==> src/sv/hct_pkg.sv <==
`timescale 1ns / 1ps
// Shared types and constants for the compacting handle table.
// No dependencies; the design files refer to this package by scoped names, the sim files import it.
package hct_pkg;

	localparam int TABLE_DEPTH = 64;
	localparam int DATA_WIDTH  = 32;
	localparam int IDX_W       = $clog2(TABLE_DEPTH);
	localparam int CNT_W       = $clog2(TABLE_DEPTH + 1);

	typedef logic [DATA_WIDTH-1:0] data_t;
	typedef logic [IDX_W-1:0]      idx_t;
	typedef logic [CNT_W-1:0]      cnt_t;

	localparam logic [2:0] OP_NEW       = 3'd0;
	localparam logic [2:0] OP_RD_HANDLE = 3'd1;
	localparam logic [2:0] OP_WR_HANDLE = 3'd2;
	localparam logic [2:0] OP_ERASE     = 3'd3;
	localparam logic [2:0] OP_RD_POS    = 3'd4;

	localparam logic [1:0] ST_OK        = 2'd0;
	localparam logic [1:0] ST_NOT_FOUND = 2'd1;
	localparam logic [1:0] ST_FULL      = 2'd2;
	localparam logic [1:0] ST_RANGE     = 2'd3;

	typedef struct packed {
		logic [2:0]  opcode;
		logic [31:0] handle;
		logic [5:0]  position;
		logic [31:0] write_value;
	} hct_req_t;

	typedef struct packed {
		logic [1:0]  status;
		logic [31:0] handle_out;
		logic [31:0] data_out;
		logic [6:0]  entry_count;
	} hct_rsp_t;

	typedef struct packed {
		logic [31:0] handle;
		data_t       data;
	} entry_t;

	typedef enum logic [1:0] {
		FND_READ,
		FND_WRITE,
		FND_NEW
	} fnd_sel_t;

	typedef struct packed {
		logic       load;
		logic       ptr_clr;
		logic       ptr_inc;
		logic       ptr_pos;
		logic       rd_en;
		logic       rd_next;
		logic       wr_new;
		logic       wr_data;
		logic       wr_shift;
		logic       cnt_dec;
		logic       fnd_ld;
		fnd_sel_t   fnd_sel;
		logic       resp;
		logic [1:0] resp_status;
		logic       resp_entry;
	} dp_cmd_t;

	typedef struct packed {
		logic [2:0] opcode;
		logic       full;
		logic       pos_bad;
		logic       ptr_end;
		logic       shift_end;
		logic       match;
	} dp_stat_t;

endpackage

==> src/sv/handle_table_compacting_top.sv <==
`timescale 1ns / 1ps
// Compacting handle table: one command word in while busy is low, one result word out on done.
// New, bad positions and unused opcodes answer straight from decode; read by position reads
// one entry; handle commands scan from index 0, reading then comparing each entry, and an
// erase then shifts each later entry down one place and lowers the count.
// One word at a time: the next word may start the cycle done is high; done is never held.
// Reset clears count and handle counter; memory contents are left as they are. Depends on
// hct_pkg, hct_ctrl, hct_datapath.
module handle_table_compacting_top (
	input  logic              clk,
	input  logic              arst_n,
	input  logic              start,
	output logic              busy,
	input  hct_pkg::hct_req_t req,
	output logic              done,
	output hct_pkg::hct_rsp_t rsp
);

	hct_pkg::dp_cmd_t  cmd;
	hct_pkg::dp_stat_t stat;

	hct_ctrl u_ctrl (
		.clk    (clk),
		.arst_n (arst_n),
		.start  (start),
		.busy   (busy),
		.stat   (stat),
		.cmd    (cmd)
	);

	hct_datapath u_dp (
		.clk    (clk),
		.arst_n (arst_n),
		.req    (req),
		.cmd    (cmd),
		.stat   (stat),
		.done   (done),
		.rsp    (rsp)
	);

endmodule

==> src/sv/hct_datapath.sv <==
`timescale 1ns / 1ps
// Datapath: entry memory, request word, count, handle counter, scan pointer, result.
// Depends on hct_pkg.
module hct_datapath (
	input  logic              clk,
	input  logic              arst_n,
	input  hct_pkg::hct_req_t req,
	input  hct_pkg::dp_cmd_t  cmd,
	output hct_pkg::dp_stat_t stat,
	output logic              done,
	output hct_pkg::hct_rsp_t rsp
);

	localparam int CMP_W = hct_pkg::CNT_W + 6;

	hct_pkg::entry_t   mem [hct_pkg::TABLE_DEPTH];
	hct_pkg::entry_t   rd_q;
	hct_pkg::entry_t   found_q;
	hct_pkg::hct_req_t cmd_q;
	hct_pkg::cnt_t     count_q;
	hct_pkg::cnt_t     ptr_q;
	logic [31:0]       next_handle_q;
	logic              done_q;
	hct_pkg::hct_rsp_t rsp_q;

	hct_pkg::idx_t     rd_addr;
	hct_pkg::idx_t     wr_addr;
	hct_pkg::entry_t   wr_entry;
	logic              wr_en;
	hct_pkg::data_t    wv;
	logic [CMP_W-1:0]  ptr_plus1;

	assign wv        = hct_pkg::data_t'(cmd_q.write_value);
	assign ptr_plus1 = CMP_W'(ptr_q) + CMP_W'(1);
	assign rd_addr   = cmd.rd_next ? hct_pkg::idx_t'(ptr_plus1) : ptr_q[hct_pkg::IDX_W-1:0];
	assign wr_en     = cmd.wr_new | cmd.wr_data | cmd.wr_shift;

	always_comb begin
		wr_addr  = ptr_q[hct_pkg::IDX_W-1:0];
		wr_entry = rd_q;
		if (cmd.wr_new) begin
			wr_addr  = count_q[hct_pkg::IDX_W-1:0];
			wr_entry = '{handle: next_handle_q, data: '0};
		end else if (cmd.wr_data) begin
			wr_entry = '{handle: rd_q.handle, data: wv};
		end
	end

	always_ff @(posedge clk) begin
		if (wr_en) begin
			mem[wr_addr] <= wr_entry;
		end
		if (cmd.rd_en) begin
			rd_q <= mem[rd_addr];
		end
		if (cmd.load) begin
			cmd_q <= req;
		end
		if (cmd.fnd_ld) begin
			unique case (cmd.fnd_sel)
				hct_pkg::FND_READ:  found_q <= rd_q;
				hct_pkg::FND_WRITE: found_q <= '{handle: rd_q.handle, data: wv};
				hct_pkg::FND_NEW:   found_q <= '{handle: next_handle_q, data: '0};
				default:            found_q <= rd_q;
			endcase
		end
		if (cmd.resp) begin
			rsp_q.status      <= cmd.resp_status;
			rsp_q.handle_out  <= cmd.resp_entry ? found_q.handle : 32'd0;
			rsp_q.data_out    <= cmd.resp_entry ? 32'(found_q.data) : 32'd0;
			rsp_q.entry_count <= 7'(count_q);
		end
	end

	always_ff @(posedge clk or negedge arst_n) begin
		if (!arst_n) begin
			count_q       <= '0;
			next_handle_q <= '0;
			ptr_q         <= '0;
			done_q        <= 1'b0;
		end else begin
			done_q <= cmd.resp;
			if (cmd.wr_new) begin
				count_q       <= count_q + hct_pkg::cnt_t'(1);
				next_handle_q <= next_handle_q + 32'd1;
			end else if (cmd.cnt_dec) begin
				count_q <= count_q - hct_pkg::cnt_t'(1);
			end
			if (cmd.ptr_clr) begin
				ptr_q <= '0;
			end else if (cmd.ptr_pos) begin
				ptr_q <= hct_pkg::cnt_t'(cmd_q.position);
			end else if (cmd.ptr_inc) begin
				ptr_q <= ptr_q + hct_pkg::cnt_t'(1);
			end
		end
	end

	assign stat.opcode    = cmd_q.opcode;
	assign stat.full      = (count_q == hct_pkg::cnt_t'(hct_pkg::TABLE_DEPTH));
	assign stat.pos_bad   = (CMP_W'(cmd_q.position) >= CMP_W'(count_q));
	assign stat.ptr_end   = (ptr_q >= count_q);
	assign stat.shift_end = (ptr_plus1 >= CMP_W'(count_q));
	assign stat.match     = (rd_q.handle == cmd_q.handle);

	assign done = done_q;
	assign rsp  = rsp_q;

endmodule

==> src/sv/hct_ctrl.sv <==
`timescale 1ns / 1ps
// Controller: sequences decode, linear handle scan, erase compaction, position read and response.
// Depends on hct_pkg.
module hct_ctrl (
	input  logic              clk,
	input  logic              arst_n,
	input  logic              start,
	output logic              busy,
	input  hct_pkg::dp_stat_t stat,
	output hct_pkg::dp_cmd_t  cmd
);

	typedef enum logic [3:0] {
		S_IDLE,
		S_DECODE,
		S_SCAN_RD,
		S_SCAN_CMP,
		S_SHIFT_RD,
		S_SHIFT_WR,
		S_POS_RD,
		S_POS_WAIT,
		S_RESP
	} state_t;

	state_t     state_q, state_d;
	logic       busy_q;
	logic [1:0] status_q, status_d;
	logic       entry_q, entry_d;

	always_comb begin
		state_d  = state_q;
		status_d = status_q;
		entry_d  = entry_q;
		cmd      = '0;
		unique case (state_q)
			S_IDLE: begin
				if (start) begin
					cmd.load = 1'b1;
					state_d  = S_DECODE;
				end
			end
			S_DECODE: begin
				status_d = hct_pkg::ST_OK;
				entry_d  = 1'b0;
				state_d  = S_RESP;
				unique case (stat.opcode)
					hct_pkg::OP_NEW: begin
						if (stat.full) begin
							status_d = hct_pkg::ST_FULL;
						end else begin
							cmd.wr_new  = 1'b1;
							cmd.fnd_ld  = 1'b1;
							cmd.fnd_sel = hct_pkg::FND_NEW;
							entry_d     = 1'b1;
						end
					end
					hct_pkg::OP_RD_HANDLE, hct_pkg::OP_WR_HANDLE, hct_pkg::OP_ERASE: begin
						cmd.ptr_clr = 1'b1;
						state_d     = S_SCAN_RD;
					end
					hct_pkg::OP_RD_POS: begin
						if (stat.pos_bad) begin
							status_d = hct_pkg::ST_RANGE;
						end else begin
							cmd.ptr_pos = 1'b1;
							state_d     = S_POS_RD;
						end
					end
					default: ;
				endcase
			end
			S_SCAN_RD: begin
				if (stat.ptr_end) begin
					status_d = hct_pkg::ST_NOT_FOUND;
					state_d  = S_RESP;
				end else begin
					cmd.rd_en = 1'b1;
					state_d   = S_SCAN_CMP;
				end
			end
			S_SCAN_CMP: begin
				if (stat.match) begin
					cmd.fnd_ld = 1'b1;
					entry_d    = 1'b1;
					if (stat.opcode == hct_pkg::OP_WR_HANDLE) begin
						cmd.fnd_sel = hct_pkg::FND_WRITE;
						cmd.wr_data = 1'b1;
						state_d     = S_RESP;
					end else if (stat.opcode == hct_pkg::OP_ERASE) begin
						cmd.fnd_sel = hct_pkg::FND_READ;
						state_d     = S_SHIFT_RD;
					end else begin
						cmd.fnd_sel = hct_pkg::FND_READ;
						state_d     = S_RESP;
					end
				end else begin
					cmd.ptr_inc = 1'b1;
					state_d     = S_SCAN_RD;
				end
			end
			S_SHIFT_RD: begin
				if (stat.shift_end) begin
					cmd.cnt_dec = 1'b1;
					state_d     = S_RESP;
				end else begin
					cmd.rd_en   = 1'b1;
					cmd.rd_next = 1'b1;
					state_d     = S_SHIFT_WR;
				end
			end
			S_SHIFT_WR: begin
				cmd.wr_shift = 1'b1;
				cmd.ptr_inc  = 1'b1;
				state_d      = S_SHIFT_RD;
			end
			S_POS_RD: begin
				cmd.rd_en = 1'b1;
				state_d   = S_POS_WAIT;
			end
			S_POS_WAIT: begin
				cmd.fnd_ld  = 1'b1;
				cmd.fnd_sel = hct_pkg::FND_READ;
				entry_d     = 1'b1;
				state_d     = S_RESP;
			end
			S_RESP: begin
				cmd.resp        = 1'b1;
				cmd.resp_status = status_q;
				cmd.resp_entry  = entry_q;
				state_d         = S_IDLE;
			end
			default: state_d = S_IDLE;
		endcase
	end

	always_ff @(posedge clk or negedge arst_n) begin
		if (!arst_n) begin
			state_q  <= S_IDLE;
			busy_q   <= 1'b0;
			status_q <= hct_pkg::ST_OK;
			entry_q  <= 1'b0;
		end else begin
			state_q  <= state_d;
			busy_q   <= (state_d != S_IDLE);
			status_q <= status_d;
			entry_q  <= entry_d;
		end
	end

	assign busy = busy_q;

endmodule

==> config.mk <==
export PLATFORM = sky130hd
export DESIGN_NAME = handle_table_compacting_top
export DESIGN_NICKNAME = d
export VERILOG_FILES = /design/src/sv/hct_pkg.sv /design/src/sv/handle_table_compacting_top.sv /design/src/sv/hct_datapath.sv /design/src/sv/hct_ctrl.sv
export SDC_FILE = /design/constraint.sdc
export NUM_CORES = 2
export LEC_CHECK = 0
export ABC_CLOCK_PERIOD_IN_PS = 9300
export BUFFER_PORTS_ARGS = -buffer_cell sky130_fd_sc_hd__buf_2
export CAP_MARGIN = 20
export CORE_ASPECT_RATIO = 2
export CORE_UTILIZATION = 58
export CTS_CLUSTER_SIZE = 16
export DETAILED_ROUTE_END_ITERATION = 8
export PLACE_DENSITY = 0.77
export SLEW_MARGIN = 0
export SYNTH_ARGS = -nofsm -noshare
export SYNTH_HDL_FRONTEND = slang
export SYNTH_HIERARCHICAL = 1
export SYNTH_SLANG_ARGS = --single-unit
export TNS_END_PERCENT = 10
==> constraint.sdc <==
create_clock -name clk -period 9.3 [get_ports clk]
set_input_delay 0.93 -clock clk [delete_from_list [all_inputs] [get_ports clk]]
set_output_delay 0.93 -clock clk [all_outputs]
set_load 0.01 [all_outputs]
==> metrics.txt <==
outcome=finished with violations; failing checks=max-slew violations; CTS tree=built; first-pass GRT wire length=906000 µm; switching share of power=0.341; Layout Skew=0.0417 ns; layout cells sized above 1=0.182; FFs w/ async S/R, synth=0.0124; DRC violations left=0; area fraction of the dominant cell type after synthesis=0.619; nets@finish=12100; number of synthesized flops with an enable pin=4370; Max Fclk=132 MHz; clk slew on worst S/H paths=0.08 ns; final hold violations=0; Internal Power=45.4 mW; initial antenna violation count=25; sequential standard cell area=133000 µm²; min Tclk post-route=7.60 ns; Tcrit/Tclk final=0.817; final core utilization=0.637; Final setup viols=0; Ys Warns=6; part of the power in registers=0.380; Slew Limit Fails=7; Crit-path slowest cell=dfrtp_4; type of the tightest min-delay check=in2reg; quantity of gates resized following cts=0; Worst EP arrival=8.33 ns; Leak Pwr=75.6 nW; number of clock sinks=4425; H-tree levels=5; number of global-route vias before repair=128000; Primary FF master, synth=edfxtp_1; MaxCap Viol Count=0; number of CTS-inserted buffers=371; Synth Area in Compound Gates=0.0167; largest net degree at the start of global routing=143; PortBufs=150; crit path launch type=register; synth-to-layout area growth=9.17%; Post-CTS Hold Buffers=0; Root Driver=clkbuf_16; mux cell area share after synthesis=0.318; max incr delay on CP=1.11 ns; CP Cell Sequence=buf_4, buf_12, buf_4, buf_4, buf_4, mux2i_1, mux4_2, mux2i_1, o22ai_1, nor4_1; setup repair bufs after CTS=0; Psw=23.5 mW; PwrDens=298 nW/µm²; starting density of the core=0.583; worst slew pin tran=1.50 ns; vias per inst=7.30; Mean Syn Cell Area=17.7 µm²; CP Max Fanout=107; most frequent CP cell=buf_4; Filler Cell Count=24500; initial DRC count=14700; IO Pins=151; synth top area cells=edfxtp_1 62%, mux2i_1 21%, mux4_2 11%; wire length per cell=38.3 µm; die area=368000 µm²; Die W=430 µm; Clock power frac=0.232; Core Rows=313; RD Place Congestion=0.888; max_slew headroom=-0.00318; simple-gate share of the synthesized area=0.0135; critical path class=reg2reg; Post-Synth XOR/XNOR Area=0.00335; post-synthesis adder-cell area fraction=0.00181; Logic pwr share=0.387; synthesized cell area=212000 µm²; worst vdd rail ir drop=0.827 mV; Total GRT Usage=0.348; most common cell in the netlist=edfxtp_1; total gr overflow=0; Crit path required time=10.03 ns; Commonest cells post-synth=4370 x edfxtp_1, 4366 x mux2i_1, 1030 x mux4_2, 384 x buf_2, 383 x o22ai_1; post-synthesis cell type count=65; TNS Setup=0 ns; sequential fraction of the synthesis area=0.625; DPL Wire Length=359000 µm; final wirelength=652000 µm; Die Y-Extent=857 µm; Mapped Nets=12100; CORE AREA=363000 µm²; Synth Register Bits=4425; DRT Pass-1 Iters=8; post-synth top area cell=edfxtp_1; Final ANT Viol Nets=0; unrepaired setup endpoints after global routing=no; Clock Path Buffers=4; area occupied by multi-input gates=75800 µm²; crit end category=register; Clock Latency Late Sink=0.97 ns; Post-Synthesis Cells=12000; largest family of logic cells by synthesized area=multiplexers; routed via count=124000
[registers in the layout, summed over array words and instances, names as in the netlist, 2 cells and up]
signal and cells:
u_dp/stat 3, u_dp/found_q 64, u_dp/count_q 7, u_dp/rsp 73
u_dp/mem 4096, u_dp/wv 32, u_dp/ptr_q 7, u_ctrl/status_q 2
u_dp/next_handle_q 32, u_ctrl/state_q 4, u_dp/cmd_q 38, u_dp/rd_q 64
[placed cells by master (no fill, tap or decap), types with 17 or more instances in the layout]
cell and n:
a21oi_1 22, a22o_1 64, and2_1 66, buf_12 112, buf_2 150, buf_4 224, bufinv_16 46, clkbuf_1 64
clkbuf_16 379, clkinv_1 69, clkinv_2 72, dfrtp_1 53, diode_2 20, edfxtp_1 4370, ha_1 27, inv_1 17
mux2_2 37, mux2i_1 4366, mux4_2 1030, nand2_1 55, nand3_1 20, nand4_1 17, nor2_1 49, nor2_4 98
nor3_1 134, nor4_1 73, o22ai_1 383, xnor2_1 31, xor2_1 49
[cells by family after synthesis]
group / after synthesis
xor+xnor: 81
simple gates: 563
flops: 4425
buf+inv: 886
fa+ha+maj: 30
compound gates: 535
mux: 5435
[power by group through the flow]
stage | registers, mW | clock network (mW) | logic, mW
detailed placement | 26.6 | 0 | 25.9
CTS | 26.2 | 16.1 | 26.0
global route | 26.1 | 16.7 | 27.7
global placement | 26.6 | 0 | 24.8
floorplan | 26.1 | 0 | 19.6
finish | 26.2 | 16.0 | 26.7
[through the flow]
stage	area, µm²	std cells	hold WS [ns]	worst slack [ns]	total power, mW
CTS	231000	16900	0.103	1.87	68.2
detailed placement	219000	16300	0.511	1.91	52.5
finish	231000	17000	0.154	1.70	68.9
global route	231000	17000	0.142	1.57	70.5
floorplan	212000	12000	0.458	1.72	45.7
global placement	218000	16300	0.511	1.58	51.4
[metal layers]
metal	track usage	part of all wire	wire, µm
met5	0	0.00012	76
met3	0.0718	0.11	68800
met2	0.572	0.48	313000
met1	0.392	0.31	205000
met4	0.288	0.10	64900
[final timing paths]
path	cells past startpoint	endpoint	from	slack, ns
worst max-delay path	10	u_dp/rd_q[39]	u_dp/ptr_q[1]	1.70
worst min-delay path	1	u_dp/cmd_q[44]	req[44]	0.15
worst max register to register	10	u_dp/rd_q[39]	u_dp/ptr_q[1]	1.70
worst min register to register	1	u_dp/rsp[30]	u_dp/found_q[23]	0.52
max in group asynchronous	2	u_dp/ptr_q[0]	arst_n	8.57
min in group asynchronous	2	u_dp/count_q[3]	arst_n	0.16
[cell type report]
| cell class | instances | share of cell area |
|---|---|---|
| Multi-Input combinational cell | 6644 | 0.327 |
| Sequential cell | 4425 | 0.573 |
| Antenna cell | 20 | 0.000216 |
| Clock buffer | 444 | 0.0421 |
| Tap cell | 4725 | 0.0255 |
| Inverter | 20 | 0.000389 |
| Clock inverter | 222 | 0.00998 |
| Timing Repair Buffer | 498 | 0.0216 |
[critical path, delay by kind of cell (launching register included)]
| family | cells | cell delay (ns) |
|---|---|---|
| buffers and inverters | 5 | 4.27 |
| DFF | 1 | 1.11 |
| muxes | 3 | 1.03 |
| and+or+nand+nor | 1 | 0.40 |
| AOI/OAI and AO/OA | 1 | 0.15 |
(Power assumes the default switching activity.)
